## src/design/fbpa_pkg.sv

```systemverilog
`timescale 1ns / 1ps

package fbpa_pkg;

   // Field widths of the request, response and register set.
   localparam int ADDR_W  = 32;
   localparam int SIZE_W  = 21;
   localparam int COUNT_W = 7;
   localparam int STAT_W  = 2;
   localparam int OIDX_W  = 6;
   localparam int CSR_W   = 2;

   // Flag memory rows hold 32 in-use flags each.
   localparam int ROW_BITS  = 32;
   localparam int BIT_SEL_W = 5;

   // Restoring divider, one quotient bit per step.
   localparam int DIV_STEPS = 32;
   localparam int DIV_CNT_W = 6;

   // Request queue between the front and back parts.
   localparam int QUEUE_DEPTH = 2;
   localparam int QPTR_W      = 1;
   localparam int QCNT_W      = 2;

   // Operation codes.
   localparam logic OP_ALLOC = 1'b0;
   localparam logic OP_FREE  = 1'b1;

   // Response status codes.
   localparam logic [STAT_W-1:0] STATUS_OK         = 2'd0;
   localparam logic [STAT_W-1:0] STATUS_EXHAUSTED  = 2'd1;
   localparam logic [STAT_W-1:0] STATUS_MISALIGNED = 2'd2;
   localparam logic [STAT_W-1:0] STATUS_RANGE      = 2'd3;

   // Register indexes.
   localparam logic [CSR_W-1:0] CSR_POOL_BASE   = 2'd0;
   localparam logic [CSR_W-1:0] CSR_BLOCK_SIZE  = 2'd1;
   localparam logic [CSR_W-1:0] CSR_BLOCK_COUNT = 2'd2;

   // One classified request waiting in the queue.
   typedef struct packed {
      logic              opcode;
      logic              below_base;
      logic [ADDR_W-1:0] offset;
   } entry_type;

   // Register values as the back part uses them; block_size is never zero here.
   typedef struct packed {
      logic [ADDR_W-1:0]  pool_base;
      logic [SIZE_W-1:0]  block_size;
      logic [COUNT_W-1:0] block_count;
   } cfg_type;

   typedef struct packed {
      logic              start;
      logic [ADDR_W-1:0] dividend;
      logic [SIZE_W-1:0] divisor;
   } div_req_type;

   typedef struct packed {
      logic              done;
      logic [ADDR_W-1:0] quotient;
      logic [SIZE_W-1:0] remainder;
   } div_rsp_type;

endpackage

```

## src/design/fbpa_front.sv

```systemverilog
`timescale 1ns / 1ps

module fbpa_front (
   input  logic                         clock,
   input  logic                         reset,
   input  logic                         req_valid,
   output logic                         req_stall,
   input  logic                         req_opcode,
   input  logic [fbpa_pkg::ADDR_W-1:0]  req_free_address,
   input  logic [fbpa_pkg::ADDR_W-1:0]  pool_base,
   output logic                         q_valid,
   output fbpa_pkg::entry_type          q_entry,
   input  logic                         q_pop
);

   fbpa_pkg::entry_type                entry_ff [fbpa_pkg::QUEUE_DEPTH];
   fbpa_pkg::entry_type                new_entry;
   logic [fbpa_pkg::QPTR_W-1:0]        wr_ptr_ff, wr_ptr_in;
   logic [fbpa_pkg::QPTR_W-1:0]        rd_ptr_ff, rd_ptr_in;
   logic [fbpa_pkg::QCNT_W-1:0]        count_ff, count_in;
   logic                               push;
   logic                               pop;

   // Classify the request: flag an address below the base and form its offset.
   always_comb begin
      new_entry.opcode     = req_opcode;
      new_entry.below_base = req_free_address < pool_base;
      new_entry.offset     = req_free_address - pool_base;
   end

   assign req_stall = count_ff == fbpa_pkg::QCNT_W'(fbpa_pkg::QUEUE_DEPTH);
   assign push      = req_valid && !req_stall;
   assign q_valid   = count_ff != '0;
   assign pop       = q_pop && q_valid;
   assign q_entry   = entry_ff[rd_ptr_ff];

   // Queue pointers and fill count.
   always_comb begin
      wr_ptr_in = push ? wr_ptr_ff + 1'b1 : wr_ptr_ff;
      rd_ptr_in = pop ? rd_ptr_ff + 1'b1 : rd_ptr_ff;
      count_in  = count_ff;
      if (push && !pop) begin
         count_in = count_ff + 1'b1;
      end else if (pop && !push) begin
         count_in = count_ff - 1'b1;
      end
   end

   always_ff @(posedge clock) begin
      if (reset) begin
         wr_ptr_ff <= '0;
         rd_ptr_ff <= '0;
         count_ff  <= '0;
      end else begin
         wr_ptr_ff <= wr_ptr_in;
         rd_ptr_ff <= rd_ptr_in;
         count_ff  <= count_in;
      end
   end

   // Queue storage.
   always_ff @(posedge clock) begin
      if (push) begin
         entry_ff[wr_ptr_ff] <= new_entry;
      end
   end

endmodule

```

## src/design/fbpa_divider.sv

```systemverilog
`timescale 1ns / 1ps

module fbpa_divider (
   input  logic                    clock,
   input  logic                    reset,
   input  fbpa_pkg::div_req_type   div_req,
   output fbpa_pkg::div_rsp_type   div_rsp
);

   logic [fbpa_pkg::ADDR_W-1:0]    quo_ff, quo_in;
   logic [fbpa_pkg::SIZE_W-1:0]    rem_ff, rem_in;
   logic [fbpa_pkg::SIZE_W-1:0]    dvs_ff, dvs_in;
   logic [fbpa_pkg::DIV_CNT_W-1:0] cnt_ff, cnt_in;
   logic                           busy_ff, busy_in;
   logic                           done_ff, done_in;
   logic [fbpa_pkg::SIZE_W:0]      trial;
   logic [fbpa_pkg::SIZE_W:0]      diff;

   // One restoring step: shift in the next dividend bit and try the subtract.
   assign trial = {rem_ff, quo_ff[fbpa_pkg::ADDR_W-1]};
   assign diff  = trial - {1'b0, dvs_ff};

   always_comb begin
      quo_in  = quo_ff;
      rem_in  = rem_ff;
      dvs_in  = dvs_ff;
      cnt_in  = cnt_ff;
      busy_in = busy_ff;
      done_in = 1'b0;
      if (div_req.start) begin
         quo_in  = div_req.dividend;
         rem_in  = '0;
         dvs_in  = div_req.divisor;
         cnt_in  = fbpa_pkg::DIV_CNT_W'(fbpa_pkg::DIV_STEPS);
         busy_in = 1'b1;
      end else if (busy_ff) begin
         if (trial >= {1'b0, dvs_ff}) begin
            rem_in = diff[fbpa_pkg::SIZE_W-1:0];
            quo_in = {quo_ff[fbpa_pkg::ADDR_W-2:0], 1'b1};
         end else begin
            rem_in = trial[fbpa_pkg::SIZE_W-1:0];
            quo_in = {quo_ff[fbpa_pkg::ADDR_W-2:0], 1'b0};
         end
         cnt_in = cnt_ff - 1'b1;
         if (cnt_ff == fbpa_pkg::DIV_CNT_W'(1)) begin
            busy_in = 1'b0;
            done_in = 1'b1;
         end
      end
   end

   always_ff @(posedge clock) begin
      if (reset) begin
         busy_ff <= 1'b0;
         done_ff <= 1'b0;
         cnt_ff  <= '0;
      end else begin
         busy_ff <= busy_in;
         done_ff <= done_in;
         cnt_ff  <= cnt_in;
      end
   end

   always_ff @(posedge clock) begin
      quo_ff <= quo_in;
      rem_ff <= rem_in;
      dvs_ff <= dvs_in;
   end

   assign div_rsp.done      = done_ff;
   assign div_rsp.quotient  = quo_ff;
   assign div_rsp.remainder = rem_ff;

endmodule

```

## src/design/fbpa_back.sv

```systemverilog
`timescale 1ns / 1ps

module fbpa_back #(
   parameter int MAX_BLOCKS = 64
) (
   input  logic                          clock,
   input  logic                          reset,
   input  fbpa_pkg::cfg_type             cfg,
   input  logic                          q_valid,
   input  fbpa_pkg::entry_type           q_entry,
   output logic                          q_pop,
   output fbpa_pkg::div_req_type         div_req,
   input  fbpa_pkg::div_rsp_type         div_rsp,
   output logic                          rsp_valid,
   input  logic                          rsp_stall,
   output logic [fbpa_pkg::STAT_W-1:0]   rsp_status,
   output logic [fbpa_pkg::ADDR_W-1:0]   rsp_block_address,
   output logic [fbpa_pkg::OIDX_W-1:0]   rsp_block_index
);

   localparam int ROWS   = (MAX_BLOCKS + fbpa_pkg::ROW_BITS - 1) / fbpa_pkg::ROW_BITS;
   localparam int ROW_W  = (ROWS > 1) ? $clog2(ROWS) : 1;
   localparam int FULL_W = ROW_W + fbpa_pkg::BIT_SEL_W;
   localparam int CNT_W  = FULL_W + 1;
   localparam int CMP_W  = (CNT_W > fbpa_pkg::COUNT_W) ? CNT_W : fbpa_pkg::COUNT_W;

   localparam logic [2:0] S_IDLE = 3'd0;
   localparam logic [2:0] S_ARD  = 3'd1;
   localparam logic [2:0] S_ACHK = 3'd2;
   localparam logic [2:0] S_AMUL = 3'd3;
   localparam logic [2:0] S_AADD = 3'd4;
   localparam logic [2:0] S_DIV  = 3'd5;
   localparam logic [2:0] S_FRD  = 3'd6;
   localparam logic [2:0] S_FWR  = 3'd7;

   logic [2:0]                        state_ff, state_in;
   logic [ROW_W-1:0]                  row_ff, row_in;
   logic [FULL_W-1:0]                 idx_ff, idx_in;
   logic [fbpa_pkg::ADDR_W-1:0]       prod_ff, prod_in;
   logic [ROWS-1:0]                   row_valid_ff;
   logic [fbpa_pkg::ROW_BITS-1:0]     flag_mem [ROWS];
   logic [fbpa_pkg::ROW_BITS-1:0]     rd_data_ff;
   logic                              rd_row_valid_ff;
   logic [fbpa_pkg::ROW_BITS-1:0]     row_word;
   logic [fbpa_pkg::ROW_BITS-1:0]     avail;
   logic [fbpa_pkg::ROW_BITS-1:0]     free_mask;
   logic [fbpa_pkg::BIT_SEL_W-1:0]    free_sel;
   logic [fbpa_pkg::ROW_BITS-1:0]     sel_hot;
   logic [fbpa_pkg::ROW_BITS-1:0]     clr_hot;
   logic                              mem_we;
   logic [fbpa_pkg::ROW_BITS-1:0]     mem_wdata;
   logic [CMP_W-1:0]                  cnt_ext;
   logic [CMP_W-1:0]                  cnt_lim;
   logic [CNT_W-1:0]                  eff_cnt;
   logic                              out_valid_ff, out_valid_in;
   logic [fbpa_pkg::STAT_W-1:0]       out_status_ff, out_status_in;
   logic [fbpa_pkg::ADDR_W-1:0]       out_addr_ff, out_addr_in;
   logic [fbpa_pkg::OIDX_W-1:0]       out_idx_ff, out_idx_in;

   // Active block count, limited to the size of the pool.
   always_comb begin
      cnt_ext = CMP_W'(cfg.block_count);
      cnt_lim = CMP_W'(MAX_BLOCKS);
      eff_cnt = CNT_W'((cnt_ext > cnt_lim) ? cnt_lim : cnt_ext);
   end

   // A row never written since reset reads as all free.
   assign row_word = rd_row_valid_ff ? rd_data_ff : '0;

   // Blocks of the current row that lie inside the active pool.
   always_comb begin
      for (int b = 0; b < fbpa_pkg::ROW_BITS; b++) begin
         avail[b] = CNT_W'({row_ff, fbpa_pkg::BIT_SEL_W'(b)}) < eff_cnt;
      end
   end

   assign free_mask = ~row_word & avail;

   // Lowest free block of the row.
   always_comb begin
      free_sel = '0;
      for (int b = fbpa_pkg::ROW_BITS - 1; b >= 0; b--) begin
         if (free_mask[b]) begin
            free_sel = fbpa_pkg::BIT_SEL_W'(b);
         end
      end
   end

   assign sel_hot = fbpa_pkg::ROW_BITS'(1) << free_sel;
   assign clr_hot = fbpa_pkg::ROW_BITS'(1) << idx_ff[fbpa_pkg::BIT_SEL_W-1:0];

   // Request sequencer.
   always_comb begin
      state_in         = state_ff;
      row_in           = row_ff;
      idx_in           = idx_ff;
      prod_in          = prod_ff;
      q_pop            = 1'b0;
      div_req.start    = 1'b0;
      div_req.dividend = q_entry.offset;
      div_req.divisor  = cfg.block_size;
      mem_we           = 1'b0;
      mem_wdata        = row_word;
      out_valid_in     = out_valid_ff && rsp_stall;
      out_status_in    = out_status_ff;
      out_addr_in      = out_addr_ff;
      out_idx_in       = out_idx_ff;
      unique case (state_ff)
         S_IDLE: begin
            if (q_valid && !out_valid_ff) begin
               q_pop = 1'b1;
               if (q_entry.opcode == fbpa_pkg::OP_ALLOC) begin
                  row_in   = '0;
                  state_in = S_ARD;
               end else if (q_entry.below_base) begin
                  out_valid_in  = 1'b1;
                  out_status_in = fbpa_pkg::STATUS_RANGE;
                  out_addr_in   = '0;
                  out_idx_in    = '0;
               end else begin
                  div_req.start = 1'b1;
                  state_in      = S_DIV;
               end
            end
         end
         S_ARD: begin
            state_in = S_ACHK;
         end
         S_ACHK: begin
            if (free_mask != '0) begin
               mem_we    = 1'b1;
               mem_wdata = row_word | sel_hot;
               idx_in    = {row_ff, free_sel};
               state_in  = S_AMUL;
            end else if (row_ff == ROW_W'(ROWS - 1) || !avail[fbpa_pkg::ROW_BITS-1]) begin
               out_valid_in  = 1'b1;
               out_status_in = fbpa_pkg::STATUS_EXHAUSTED;
               out_addr_in   = '0;
               out_idx_in    = '0;
               state_in      = S_IDLE;
            end else begin
               row_in   = row_ff + 1'b1;
               state_in = S_ARD;
            end
         end
         S_AMUL: begin
            prod_in  = fbpa_pkg::ADDR_W'(idx_ff) * fbpa_pkg::ADDR_W'(cfg.block_size);
            state_in = S_AADD;
         end
         S_AADD: begin
            out_valid_in  = 1'b1;
            out_status_in = fbpa_pkg::STATUS_OK;
            out_addr_in   = cfg.pool_base + prod_ff;
            out_idx_in    = idx_ff[fbpa_pkg::OIDX_W-1:0];
            state_in      = S_IDLE;
         end
         S_DIV: begin
            if (div_rsp.done) begin
               if (div_rsp.remainder != '0) begin
                  out_valid_in  = 1'b1;
                  out_status_in = fbpa_pkg::STATUS_MISALIGNED;
                  out_addr_in   = '0;
                  out_idx_in    = '0;
                  state_in      = S_IDLE;
               end else if (div_rsp.quotient >= fbpa_pkg::ADDR_W'(eff_cnt)) begin
                  out_valid_in  = 1'b1;
                  out_status_in = fbpa_pkg::STATUS_RANGE;
                  out_addr_in   = '0;
                  out_idx_in    = '0;
                  state_in      = S_IDLE;
               end else begin
                  idx_in   = div_rsp.quotient[FULL_W-1:0];
                  row_in   = div_rsp.quotient[FULL_W-1:fbpa_pkg::BIT_SEL_W];
                  state_in = S_FRD;
               end
            end
         end
         S_FRD: begin
            state_in = S_FWR;
         end
         S_FWR: begin
            mem_we        = 1'b1;
            mem_wdata     = row_word & ~clr_hot;
            out_valid_in  = 1'b1;
            out_status_in = fbpa_pkg::STATUS_OK;
            out_addr_in   = '0;
            out_idx_in    = idx_ff[fbpa_pkg::OIDX_W-1:0];
            state_in      = S_IDLE;
         end
         default: begin
            state_in = S_IDLE;
         end
      endcase
   end

   // Control registers; row valid bits stand in for clearing the flag memory.
   always_ff @(posedge clock) begin
      if (reset) begin
         state_ff     <= S_IDLE;
         out_valid_ff <= 1'b0;
         row_valid_ff <= '0;
      end else begin
         state_ff     <= state_in;
         out_valid_ff <= out_valid_in;
         if (mem_we) begin
            row_valid_ff[row_ff] <= 1'b1;
         end
      end
   end

   // Working and response payload registers.
   always_ff @(posedge clock) begin
      row_ff        <= row_in;
      idx_ff        <= idx_in;
      prod_ff       <= prod_in;
      out_status_ff <= out_status_in;
      out_addr_ff   <= out_addr_in;
      out_idx_ff    <= out_idx_in;
   end

   // In-use flag memory, one row of flags per address, registered read.
   always_ff @(posedge clock) begin
      if (mem_we) begin
         flag_mem[row_ff] <= mem_wdata;
      end
      rd_data_ff <= flag_mem[row_ff];
   end

   always_ff @(posedge clock) begin
      if (reset) begin
         rd_row_valid_ff <= 1'b0;
      end else begin
         rd_row_valid_ff <= row_valid_ff[row_ff];
      end
   end

   assign rsp_valid         = out_valid_ff;
   assign rsp_status        = out_status_ff;
   assign rsp_block_address = out_addr_ff;
   assign rsp_block_index   = out_idx_ff;

endmodule

```

## src/design/fixed_block_pool_allocator.sv

```systemverilog
`timescale 1ns / 1ps

// Channel   Direction  Handshake          Payload
// req       in         req_valid/stall    opcode, free_address
// rsp       out        rsp_valid/stall    status, block_address, block_index
// csr       in         csr_valid/ready    index, wdata
//
// A free runs its offset through the 32-step restoring divider before it answers;
// a misaligned or beyond-pool free answers after the divide, and a free below the base without it.
// An allocate reads and checks each 32-flag row in turn, then multiplies and adds, or answers exhausted.
// Reset clears the in-use flags at once through one valid bit per row; no clearing pass.
// A two-entry request queue keeps req flowing while a response waits on rsp_stall, until it fills.

module fixed_block_pool_allocator #(
   parameter int MAX_BLOCKS = 64
) (
   input  logic                          clock,
   input  logic                          reset,
   input  logic                          req_valid,
   output logic                          req_stall,
   input  logic                          req_opcode,
   input  logic [fbpa_pkg::ADDR_W-1:0]   req_free_address,
   output logic                          rsp_valid,
   input  logic                          rsp_stall,
   output logic [fbpa_pkg::STAT_W-1:0]   rsp_status,
   output logic [fbpa_pkg::ADDR_W-1:0]   rsp_block_address,
   output logic [fbpa_pkg::OIDX_W-1:0]   rsp_block_index,
   input  logic                          csr_valid,
   output logic                          csr_ready,
   input  logic [fbpa_pkg::CSR_W-1:0]    csr_index,
   input  logic [fbpa_pkg::ADDR_W-1:0]   csr_wdata
);

   logic [fbpa_pkg::ADDR_W-1:0]   pool_base_ff;
   logic [fbpa_pkg::SIZE_W-1:0]   block_size_ff;
   logic [fbpa_pkg::COUNT_W-1:0]  block_count_ff;
   fbpa_pkg::cfg_type             cfg;
   logic                          q_valid;
   logic                          q_pop;
   fbpa_pkg::entry_type           q_entry;
   fbpa_pkg::div_req_type         div_req;
   fbpa_pkg::div_rsp_type         div_rsp;

   assign csr_ready = 1'b1;

   // Register set.
   always_ff @(posedge clock) begin
      if (reset) begin
         pool_base_ff   <= '0;
         block_size_ff  <= fbpa_pkg::SIZE_W'(4096);
         block_count_ff <= fbpa_pkg::COUNT_W'(64);
      end else if (csr_valid && csr_ready) begin
         unique case (csr_index)
            fbpa_pkg::CSR_POOL_BASE: begin
               pool_base_ff <= csr_wdata;
            end
            fbpa_pkg::CSR_BLOCK_SIZE: begin
               block_size_ff <= csr_wdata[fbpa_pkg::SIZE_W-1:0];
            end
            fbpa_pkg::CSR_BLOCK_COUNT: begin
               block_count_ff <= csr_wdata[fbpa_pkg::COUNT_W-1:0];
            end
            default: begin
            end
         endcase
      end
   end

   // A block size of zero works as one.
   always_comb begin
      cfg.pool_base   = pool_base_ff;
      cfg.block_size  = (block_size_ff == '0) ? fbpa_pkg::SIZE_W'(1) : block_size_ff;
      cfg.block_count = block_count_ff;
   end

   fbpa_front u_front (
      .clock            (clock),
      .reset            (reset),
      .req_valid        (req_valid),
      .req_stall        (req_stall),
      .req_opcode       (req_opcode),
      .req_free_address (req_free_address),
      .pool_base        (pool_base_ff),
      .q_valid          (q_valid),
      .q_entry          (q_entry),
      .q_pop            (q_pop)
   );

   fbpa_divider u_divider (
      .clock   (clock),
      .reset   (reset),
      .div_req (div_req),
      .div_rsp (div_rsp)
   );

   fbpa_back #(
      .MAX_BLOCKS (MAX_BLOCKS)
   ) u_back (
      .clock             (clock),
      .reset             (reset),
      .cfg               (cfg),
      .q_valid           (q_valid),
      .q_entry           (q_entry),
      .q_pop             (q_pop),
      .div_req           (div_req),
      .div_rsp           (div_rsp),
      .rsp_valid         (rsp_valid),
      .rsp_stall         (rsp_stall),
      .rsp_status        (rsp_status),
      .rsp_block_address (rsp_block_address),
      .rsp_block_index   (rsp_block_index)
   );

endmodule
```

## config.mk

```make
export PLATFORM = sky130hd
export DESIGN_NAME = fixed_block_pool_allocator
export DESIGN_NICKNAME = d
export VERILOG_FILES = /design/src/design/fbpa_pkg.sv /design/src/design/fbpa_front.sv /design/src/design/fbpa_divider.sv /design/src/design/fbpa_back.sv /design/src/design/fixed_block_pool_allocator.sv
export SDC_FILE = /design/constraint.sdc
export NUM_CORES = 1
export LEC_CHECK = 0
export BUFFER_PORTS_ARGS = -buffer_cell sky130_fd_sc_hd__buf_2
export CAP_MARGIN = 20
export CORE_UTILIZATION = 67
export DETAILED_ROUTE_END_ITERATION = 7
export PLACE_DENSITY = 0.87
export SYNTH_ARGS = -nofsm -noshare
export SYNTH_HDL_FRONTEND = slang
export SYNTH_SLANG_ARGS = --single-unit
```

## constraint.sdc

```tcl
create_clock -name clock -period 8.45 [get_ports clock]
set_input_delay 0.4225 -clock clock [delete_from_list [all_inputs] [get_ports clock]]
set_output_delay 0.4225 -clock clock [all_outputs]
set_load 0.03 [all_outputs]
```

* After elaboration in Yosys (flattened, before gate mapping) *
Memories as Yosys holds them, arrays and structs flattened. A register that Yosys moved wholly into a read port is not among the register bits.
Index checks and enable logic that the tools add are counted.

cells by class
  equal/unequal tests = 24
  multiply operators = 1
  bitwise operators = 7
  shifts and indexed selects = 2
  add/subtract/negate cells = 9
  divide/modulo/power cells = 0
  magnitude comparators = 38
  multiplexer cells = 125
  reduce and logical (&&, ||, !) cells = 36

operator list
  cell                                                                number
  32-bit 2-to-1 mux                                                   12
  6-bit by 7-bit less-than comparator with 1-bit output               32
  5-bit 2-to-1 mux                                                    32
  32-bit one-hot mux with 5 select lines                              1
  6-bit 2-to-1 mux                                                    14
  32-bit bitwise AND                                                  2
  32-bit inverter                                                     2
  32-bit one-hot mux with 2 select lines                              1
  1-bit by 5-bit << shifter with 32-bit output, first input constant  2
  21-bit 2-to-1 mux                                                   2
  1-bit 2-to-1 mux                                                    37
  32-bit by 27-bit adder with 32-bit output                           1
  32-bit by 7-bit >= comparator with 1-bit output                     1
  32-bit less-than comparator                                         1
  32-bit OR                                                           1
  32-bit nonzero test                                                 1
  32-bit subtractor                                                   1
  6-bit by 21-bit multiplier with 27-bit output                       1
  6-bit one-hot mux with 4 select lines                               1
  8-bit AND reduction                                                 3
  22-bit by 21-bit >= comparator with 1-bit output                    1
  21-bit logical NOT                                                  1
  3-bit 2-to-1 mux                                                    7
  3-bit one-hot mux with 7 select lines                               1
  43 further kinds                                                    84

word-level totals
  flip-flop bits (word level) = 227
  logic and storage cells = 267
  bits of input ports = 72
  memories kept = 2
  memory bits (writable) = 132
  output and inout port bits = 43
  latch bits = 0
  memory bits (read-only) = 0

memory list
  memory            words  bits a word  rd ports  clocked after memory_dff  wr ports  RTL line          source
  u_front.entry_ff  2      34           1         1                         1         fbpa_front.sv:16  fbpa_pkg::entry_type entry_ff [fbpa_pkg::QUEUE_DEPTH];
  u_back.flag_mem   2      32           1         1                         1         fbpa_back.sv:41   logic [fbpa_pkg::ROW_BITS-1:0] flag_mem [ROWS];

* Logic depth before layout (Yosys ltp) *
Gate-level depths: netlist (run 1).

  depth after elaboration = 40
  mapped depth = 20
  depth with buffers taken out = 19

* Cells and area by module *
From an unflattened synthesis (run 1), not the netlist that was laid out.

unflattened totals
  cell total of the unflattened synthesis = 2486
  area, all modules = 24976.5 µm²

modules (own cells, without submodules)
  module                      area each (µm²)  cells an instance  sequential area each (µm²)  instances
  fbpa_back                   13588.0          1384               4924.7                      1
  fbpa_front                  4576.9           422                2142.1                      1
  fbpa_divider                4375.4           392                2172.1                      1
  fixed_block_pool_allocator  2436.1           288                1201.2                      1

* Least setup slack after synthesis (run 1) *
OpenSTA, ideal clock, no wires.

  kind = flip-flop to flip-flop
  start = register block_count_ff[6] (netlist bit)
  end = memory u_back.flag_mem[1][0] (netlist bit) (enable)
  buffers on the path = 4
  library setup time = 0.470 ns
  data required time = 7.980 ns
  period minus slack after synthesis = 5.479 ns
  data arrival time = 5.008 ns
  stages on the path, launching flop included = 17
  path slack = 2.971 ns
  cells stage by stage = dfxtp_1 -> buf_6 -> inv_2 -> buf_2 -> nand2_1 -> inv_1 -> ha_1 -> buf_4 -> and4bb_2 -> buf_4 -> and3_1 -> nor2_1 -> o31ai_4 -> and4_1 -> nand3_2 -> a21oi_2 -> nor3b_1

between the ends
  cells in the longest elaborated chain, start to end = 9
  elaborated cells on any way between the ends = 40
  classes of those cells = order compare (33); mux (5); bitwise (1); reduce/logical (1)

ends and longest elaborated chain
  item                                                   RTL line                          source
  start, declared                                        fixed_block_pool_allocator.sv:36  logic [fbpa_pkg::COUNT_W-1:0] block_count_ff;
  start signal, assigned                                 fixed_block_pool_allocator.sv:51  block_count_ff <= fbpa_pkg::COUNT_W'(64);
  start signal, assigned                                 fixed_block_pool_allocator.sv:61  block_count_ff <= csr_wdata[fbpa_pkg::COUNT_W-1:0];
  7-bit > comparator                                     fbpa_back.sv:64                   eff_cnt = CNT_W'((cnt_ext > cnt_lim) ? cnt_lim : cnt_ext);
  7-bit 2-to-1 mux *                                     fbpa_back.sv:64
  6-bit by 7-bit less-than comparator with 1-bit output  fbpa_back.sv:73                   avail[b] = CNT_W'({row_ff, fbpa_pkg::BIT_SEL_W'(b)}) < eff_cnt;
  32-bit bitwise AND *                                   fbpa_back.sv:77                   assign free_mask = ~row_word & avail;
  32-bit nonzero test *                                  fbpa_back.sv:130                  if (free_mask != '0) begin
  1-bit 2-to-1 mux *                                     fbpa_back.sv:130
  1-bit one-hot mux with 2 select lines *                fbpa_back.sv:108                  unique case (state_ff)
  1-bit 2-to-1 mux *                                     fbpa_back.sv:223                  if (mem_we) begin
  1-bit 2-to-1 mux (implied by the code) *               fbpa_back.sv:224                  flag_mem[row_ff] <= mem_wdata;
  end, declared                                          fbpa_back.sv:41

Mark *: on every way between the ends. The rest lies on a longest branch, timed or not.

==> results.md, run 1 <==
- The max-slew violation count is 0.
- The detailed-route vias per instance is 6.44.
- The clock tree buffer depth is 3.
- The number of maximum-capacitance constraint violations is 0.
- After filler insertion, the fill cell instance count of the layout stands at between 2,000 and 2,500.
- The TritonCTS clock tree is built.
- The critical path arrival is about 6.3 ns.
- The commonest cells after synthesis are nand2_1, edfxtp_1, inv_1, a21oi_1, nor2_1.
- At the end of routability-driven placement, the weighted congestion stood at 0.986.
- In this run, post-CTS repair resized a total of 0 instances.
- The initial utilization of the core area, before any placement, comes to 0.679.
- The growth of design area from synthesis to finish is 9.48%.
- The leading register cell type out of synthesis is edfxtp_1.
- Of the synthesized area, sequential elements account for 0.433.
- Clock latency on the worst-skew pair, taken at its later pin, is 0.61 ns.
- The sink count of the clock tree is between 300 and 400.
- Of all nets on the critical path, the largest fanout is 9.
- In the finished design, the share of the clock period the worst path needs comes to 0.702.
- The flip-flop and latch area is approximately 0.010 mm2.
- The signal on the critical path passes through nor4_1 -> and3_1 -> a31o_2 -> nand2_1 -> fa_1 -> fa_1 -> fa_1 -> inv_1 -> ha_1 -> a21o_1 -> a21oi_1 -> o21ai_0 -> a31oi_1 -> o31ai_1 -> o21ai_0 -> a21oi_1 -> nor4_1 -> or3_1.
- The mean post-synth cell area is a little under 10 um2.
- The number of clock buffers added by TritonCTS is between 40 and 50.
- The first routing iteration left 2,123 violations.
- In this run the static leakage power is 0.0107 uW.
- The run finished with clean final reports.
- The peak-usage layer in the global routing report is met2.
- The number of synthesized register bits is 392.
- Once layout is complete, the cells apart from fillers number 3,021.
- The category of the critical setup timing path is register to register.
- Counting flops with an async set or reset pin after synthesis yields a share of 0.
- In the post-synthesis netlist, the cell with the most instances is nand2_1.
- The global routing usage summed across all routing layers is 0.386.
- The number of H-tree levels is 2.
- The critical path required time is ~8.8 ns.
- The share of cells above drive strength 1 is 0.115.
- The largest net degree at the start of global routing is 80.
- The number of nets in the synthesized netlist is 2,758.
- The number of optimization iterations in the first detailed-route pass is 5.
- The overall die width is 192 um.
- The class of the tightest hold or removal check is input port to register.
- The placeable core area is approximately 0.035 mm2.
- Counting flops with a built-in enable in the synthesized netlist gives 259.
- The peak clock frequency supported by timing is 169 MHz.
- The most frequent cell on the critical path is fa_1.
- Setup repair after global routing left no endpoint under its margin.
- The global routing met2 resource utilization is 0.590.
- The via count of the first global-routing pass is 19,100.
- The number of different library cells used by synthesis comes to 102.
- The sum of internal, switching and leakage power is between 7000 and 8000 uW.
- After clock tree synthesis, the clock-pin slew on the worst setup and hold paths is 0.06 ns.
- The synthesis warning total is 0.
- At the end of the flow, the number of nets in the layout was 2,801.
- The cell row count is 69.
- Measured along the y axis, the die boundary spans 192 um.
- The routed design has 69,300 um of wire.
- VDD sags by at most ~310 uV.
- The total standard cell area after synthesis is 0.0241 mm2.
- The number of nets still failing antenna checks after routing is 0.
- The share of synthesized area in the top cell type comes to 0.323.
- The worst setup path is launched from a register.
- Ranked by total cell area, the synthesized netlist is headed by edfxtp_1, dfxtp_1, fa_1.
- The total I/O pin count is 115.
- The initial antenna violation count is 4.
- Together, buffers and inverters on the worst path number 1.
- After detailed routing, the number of remaining DRC violations is 0.
- The multi-input combinational cells in the finished layout cover a total of approximately 0.012 mm2.
- The biggest area contributor in the post-synthesis netlist is edfxtp_1.
- Dividing total power by cell area gives a power density of 275 mW/mm2.
- The die covers 0.0367 mm2.
- The worst setup path is captured at a register.
- The number of port buffers is 113.
- The wire-length estimate of the detail-placed layout is 51,200 um.
- In the global route stage, met1 resource usage came out at 0.521.
- The global-route wire length before repair is 107,000 um.
- On the worst path, the slowest cell contributes a delay of 0.56 ns.
- Grouping stages by cell kind, the critical path spends the most delay in compound AO/OA/AOI/OAI gates.
- On the final layout, the worst clock skew is 0.0294 ns.
- The count of final hold-check violations is 0.
- The number of buffers inserted by post-CTS setup repair is 0.
- The cell count after synthesis is ~2,500.
- The tightest slew margin relative to the limit is 0.287.
- Dividing the detail-routed wire length by the instance count gives 22.9 um.
- For this run the aggregate overflow at the end of global routing stands at 0.
- The worst hold-check slack is roughly 0.035 ns.
- Subtracting the final worst setup slack from the clock period gives 5.93 ns.
- The measured slew at the worst slew-check pin is between 1 and 1.5 ns.
- Once placement completed, the tool counted placed cells totaling 2,936.
- For met3 alone, demand over resource in global routing was 0.0789.
- In this run, post-CTS hold repair placed 0 buffers.
- Summing over every cut layer, the via total after detailed routing is 19,500.
- Setup violations remaining at the end of the flow were counted as 0.
- Clock tree synthesis selected as its root buffer the cell clkbuf_16.
- The slowest stage of the critical path belongs to the cell o31ai_1.
- Summed over all failing endpoints, the final setup total negative slack is 0 ns.
metal layers:
layer  part of all wire  vias to the layer above
li1                   -                     8860
met1               0.41                     9297
met2               0.45                     1076
met3              0.096                      219
met4              0.049                        2
met5            0.00014                        -
stage by stage:
stage	setup WS (ns)	cell area, um2	util
CTS	2.43	26400	0.743
detailed placement	2.51	24900	0.700
floorplan	2.97	24100	-
global placement	2.57	24900	0.700
global route	2.10	26400	0.744
finish	2.52	26400	0.744
cell families (layout without fill, tap and decap cells):
| group | Yosys count | count (layout) | share of synthesized area |
|---|---|---|---|
| flops | 392 | 392 | 0.433 |
| mux | 86 | 86 | 0.0375 |
| fa+ha+maj | 207 | 207 | 0.132 |
| buf+inv | 321 | 399 | 0.0521 |
| xor+xnor | 82 | 82 | 0.0298 |
| simple gates | 832 | 832 | 0.162 |
| compound gates | 558 | 558 | 0.153 |
| other cells | 1 | 4 | 0.000156 |
worst paths after layout:
path	startpoint	end	slack (ns)	cells after the start
max	block_size_ff[16]	u_back.prod_ff[25]	2.52	18
min	req_opcode	u_front.entry_ff[0][33]	0.04	1
max reg2reg	block_size_ff[16]	u_back.prod_ff[25]	2.52	18
min reg2reg	u_back.flag_mem[1][6]	u_back.rd_data_ff[6]	0.47	1
layout make-up:
class	instances	share of cell area
Multi-Input combinational cell	1766	0.471
Sequential cell	392	0.396
Clock buffer	53	0.0449
Timing Repair Buffer	137	0.0282
Inverter	182	0.0259
Tap cell	461	0.0219
Clock inverter	27	0.0122
Antenna cell	3	0.000285
report_power, final:
part,switching [uW],total [uW],leakage (uW),internal [uW]
clock network,829,1990,0.000727,1170
logic,1580,2410,0.00651,828
registers,271,2860,0.00351,2590
cells in the final DEF (no fill, tap or decap), drive strengths merged, types with 18 or more instances in the layout:
cell type	instances
nand2	382
edfxtp	259
inv	186
a21oi	167
nor2	155
buf	136
dfxtp	133
ha	127
o21ai	123
fa	80
clkbuf	54
nand3	52
mux2i	51
xnor2	50
a21o	42
mux2	35
nor3	34
and2	34
xor2	32
nor2b	28
o21a	27
a31oi	25
nor4	25
nand2b	23
and3	18
flip-flops by register name, indices dropped and copies added (netlist names), 2 cells and up, named ones only:
name	cells
u_front.entry_ff	68
u_back.flag_mem	64
pool_base_ff	32
u_back.rd_data_ff	32
u_back.rsp_block_address	32
u_divider.quo_ff	32
u_back.prod_ff	27
block_size_ff	21
u_divider.dvs_ff	21
u_divider.rem_ff	21
block_count_ff	7
u_back.idx_ff	6
u_back.rsp_block_index	6
u_divider.cnt_ff	6
u_back.state_ff	3
u_back.row_valid_ff	2
u_back.rsp_status	2
u_front.count_ff	2
Note: power is estimated with default switching activity, not from simulation.
==> run 2, diff against run 1 <==
--- a/config.mk
+++ b/config.mk
@@ -7,9 +7,9 @@
 export LEC_CHECK = 0
 export BUFFER_PORTS_ARGS = -buffer_cell sky130_fd_sc_hd__buf_2
 export CAP_MARGIN = 20
-export CORE_UTILIZATION = 67
+export CORE_UTILIZATION = 63
 export DETAILED_ROUTE_END_ITERATION = 7
-export PLACE_DENSITY = 0.87
+export PLACE_DENSITY = 0.82
 export SYNTH_ARGS = -nofsm -noshare
 export SYNTH_HDL_FRONTEND = slang
 export SYNTH_SLANG_ARGS = --single-unit
==> constraint.sdc (replaced) <==
create_clock -name clock -period 5.65 [get_ports clock]
set_input_delay 0.2825 -clock clock [delete_from_list [all_inputs] [get_ports clock]]
set_output_delay 0.2825 -clock clock [all_outputs]
set_load 0.03 [all_outputs]
==> run 2 against run 1 <==
Net effect: setup slack worse by 2.2 ns; die area grew 6.3%; clock-buffer cell count increased by 8; global-route usage decreased by 5.1 points; register-to-register slack worse by 2.2 ns; critical path depth rose by 1; core utilization down 3.3 points; sequential share of layout area shrank 0.59 points; clock power rose by 38%; critical endpoint unchanged; highest routed layer is now met4.
==> results.md, run 2 (synthesized netlist as in run 1, its figures left out) <==
- The height of the chip was 198 um (was 192 um).
- The final wirelength is 65,200 um (was 69,300 um).
- The final period utilization is 0.944 (was 0.702).
- The peak clock frequency supported by timing is 187 MHz (was 169 MHz).
- The worst clock skew came to 0.0169 ns (was 0.0294 ns).
- The class of the tightest hold or removal check was input port to register (unchanged).
- The leading cell type in the layout, fill and taps excluded was nand2_1 (unchanged).
- The maximum net fanout on the critical path is 3 (was 9).
- The number of flip-flops under the largest register name came to 68 (unchanged).
- Setup repair after global routing missed its margin: false (unchanged).
- The count of final hold-check violations is 0 (unchanged).
- The via count of the first global-routing pass came to 18,800 (was 19,100).
- The global placer's final weighted congestion is 1.01 (was 0.986).
- The combinational group share of total power was 0.336 (was 0.332).
- The clock edge transition at the registers on the reported setup and hold paths was 0.06 ns (about the same).
- The relative contribution of the clock network to total power was 0.260 (was 0.275).
- Highest-count cells in the layout ignoring fill and taps: nand2_1, edfxtp_1, inv_1, a21oi_1, nor2_1 (unchanged).
- The growth of design area from synthesis to finish came to 11.1% (was 9.48%).
- The number of buffer and inverter instances along the worst setup path was 2 (was 1).
- The cell row count is 71 (was 69).
- The detailed router's first-iteration violation count was 2,225 (was 2,123).
- The internal power summed over all cells is 6760 uW (was 4580 uW).
- The remaining routing DRC violations was 0 (unchanged).
- The placeable core area came to 0.0377 mm2 (was 0.0355 mm2).
- The flop-to-flop setup slack is 0.32 ns (was 2.52 ns).
- The share of cells above drive strength 1 is 0.122 (was 0.115).
- The final HPWL from detailed placement came to 47,500 um (was 51,200 um).
- The remaining global-route overflow is 0 (unchanged).
- The family of cells with the greatest summed delay on the critical path is adder cells (was compound AO/OA/AOI/OAI gates).
- Largest regs: u_front.entry_ff (68), u_back.flag_mem (64) (unchanged).
- The delay contributed by the slowest stage of the critical path is 0.55 ns (was 0.56 ns).
- The number of buffers inserted by post-CTS setup repair is 0 (unchanged).
- The average detailed-routed wire length per instance came to 20.9 um (was 22.9 um).
- The power per cell area is 394 mW/mm2 (was 275 mW/mm2).
- The net switching share of the total power is 0.360 (was 0.369).
- The leakage power is 0.0109 uW (was 0.0107 uW).
- The category of the critical setup timing path is register to register (unchanged).
- The critical path required time is 5.96 ns (was 8.79 ns).
- The number of maximum-capacitance constraint violations is 0 (unchanged).
- The startpoint type of the worst setup path is a register (unchanged).
- The net switching power is 3800 uW (was 2680 uW).
- The area of placed instances was 0.0252 mm2 (was 0.0249 mm2).
- The slowest library cell on the worst path is fa_1 (was o31ai_1).
- The largest net degree at the start of global routing came to 80 (unchanged).
- The measured slew at the worst slew-check pin is 1.22 ns (was 1.07 ns).
- The final layout net count was 2,853 (was 2,801).
- The sequential fraction of design power is 0.403 (was 0.394).
- The total I/O pin count was 115 (unchanged).
- The final critical-path required period is 5.33 ns (was 5.93 ns).
- The design area is 0.0268 mm2 (was 0.0264 mm2).
- The number of cell instances on the worst register-to-register path is 19 (was 18).
- The kind of end point of the critical path is a register (unchanged).
- The number of filler instances in the final layout came to 2,818 (was 2,461).
- The clock insertion delay at the later pin of the skew report is 0.57 ns (was 0.61 ns).
- The number of optimization iterations in the first detailed-route pass came to 6 (was 5).
- The initial core utilization is 0.640 (was 0.679).
- The setup TNS after final layout was 0 ns (unchanged).
- The number of cells traversed by the worst hold path is 3 (was 1).
- The max-slew violation count is 0 (unchanged).
- The critical path arrival is 5.64 ns (was 6.27 ns).
- The largest vdd supply drop is 351 uV (was 308 uV).
- The number of CTS-inserted buffers was 42 (was 43).
- The most frequent cell on the critical path is fa_1 (unchanged).
- The sum of internal, switching and leakage power is 10,600 uW (was 7260 uW).
- The detailed-route vias per instance was 6.29 (was 6.44).
- The global-route wire length before repair came to 101,000 um (was 107,000 um).
- The number of nets still failing antenna checks after routing is 0 (unchanged).
- The floorplan die area is 0.0390 mm2 (was 0.0367 mm2).
- The sink count of the clock tree is 392 (unchanged).
- The TritonCTS clock tree is built (unchanged).
- The tightest slew margin relative to the limit is 0.180 (was 0.287).
- The instance count on the critical path is 19 (was 18).
- The initial antenna violation count is 3 (was 4).
- The master cell of the clock root buffer is clkbuf_16 (unchanged).
- The final critical-path setup slack is 0.315 ns (was 2.52 ns).
- The minimum setup slack after placement is 0.0891 ns (was 2.51 ns).
- The number of H-tree levels is 2 (unchanged).
- The count of endpoints failing setup in the final report is 0 (unchanged).
- The post-route core utilization is 0.711 (was 0.744).
- The overall die width was 198 um (was 192 um).
- The number of port buffers is 113 (unchanged).
- The register with the most flip-flops is u_front.entry_ff (unchanged).
- The number of vias in the routed layout is 19,600 (was 19,500).
- The global routing usage summed across all routing layers is 0.335 (was 0.386).
- The clock tree buffer depth is 3 (unchanged).
- Run status: finished, final reports clean (unchanged).
- Chain of cells forming the critical path: nor4_2 -> and3_1 -> a31o_2 -> nand2_1 -> fa_1 -> fa_1 -> fa_1 -> inv_1 -> ha_1 -> a21o_1 -> a21oi_2 -> o21ai_1 -> a31oi_2 -> o31ai_1 -> buf_4 -> o21ai_0 -> a21oi_1 -> and4_1 -> or3_1 (was nor4_1 -> and3_1 -> a31o_2 -> nand2_1 -> fa_1 -> fa_1 -> fa_1 -> inv_1 -> ha_1 -> a21o_1 -> a21oi_1 -> o21ai_0 -> a31oi_1 -> o31ai_1 -> o21ai_0 -> a21oi_1 -> nor4_1 -> or3_1).
[run 2: path summary, 6_finish.rpt]
path	end	from
setup reg to reg	u_back.prod_ff[25]	block_size_ff[16]
hold / removal	pool_base_ff[17]	csr_wdata[17]
hold reg to reg	u_back.rd_data_ff[31]	u_back.flag_mem[1][31]
setup / recovery	u_back.prod_ff[25]	block_size_ff[16]
[run 2: per-layer routing]
layer / GRT usage / vias to the layer above / routed length [um]
li1: - / 8945 / -
met1: 0.455 / 9462 / 26200
met2: 0.535 / 1033 / 30300
met3: 0.0476 / 185 / 5880
met4: 0.152 / 0 / 2810
met5: 0 / - / 0
[run 2: worst register-to-register path, stage by stage (launching register included)]
cell and delay [ns]:
dfxtp_1 0.32, nor4_2 0.30, and3_1 0.23, a31o_2 0.18, nand2_1 0.08, fa_1 0.52
fa_1 0.52, fa_1 0.55, inv_1 0.04, ha_1 0.30, a21o_1 0.19, a21oi_2 0.22
o21ai_1 0.15, a31oi_2 0.23, o31ai_1 0.13, buf_4 0.15, o21ai_0 0.21, a21oi_1 0.15
and4_1 0.22, or3_1 0.37
[run 2: timing repair]
action / CTS / global route
hold buffers: 21 / 0
setup endpoints to repair: 0 / 1
gates resized for setup: 0 / 4
hold endpoints to repair: 23 / 0
[run 2: cell type report]
cell class | instances | area, um2 | area share
well taps | 511 | 639 | 0.0239
inverters | 182 | 683 | 0.0255
clock buffers | 61 | 1200 | 0.0450
repair buffers | 190 | 1210 | 0.0450
diodes | 3 | 7.51 | 0.000280
flip-flops and latches | 392 | 10400 | 0.390
multi-input cells | 1766 | 12400 | 0.464
clock inverters | 16 | 159 | 0.00593
[run 2: power by group through the flow]
stage / clock, uW / sequential [uW] / combinational (uW)
4_1_cts: 2780 / 4240 / 3500
3_3_place_gp: 0 / 4270 / 3330
6_report: 2750 / 4260 / 3550
3_5_place_dp: 0 / 4290 / 3460
2_1_floorplan: 0 / 4460 / 2290
5_1_grt: 2880 / 4310 / 3860
[run 2: stage by stage]
step,cells,hold WS [ns]
2_1_floorplan,2479,0.381
3_3_place_gp,3019,0.449
3_5_place_dp,3019,0.457
4_1_cts,3117,0.000314
5_1_grt,3121,0.0207
6_report,3121,0.0155
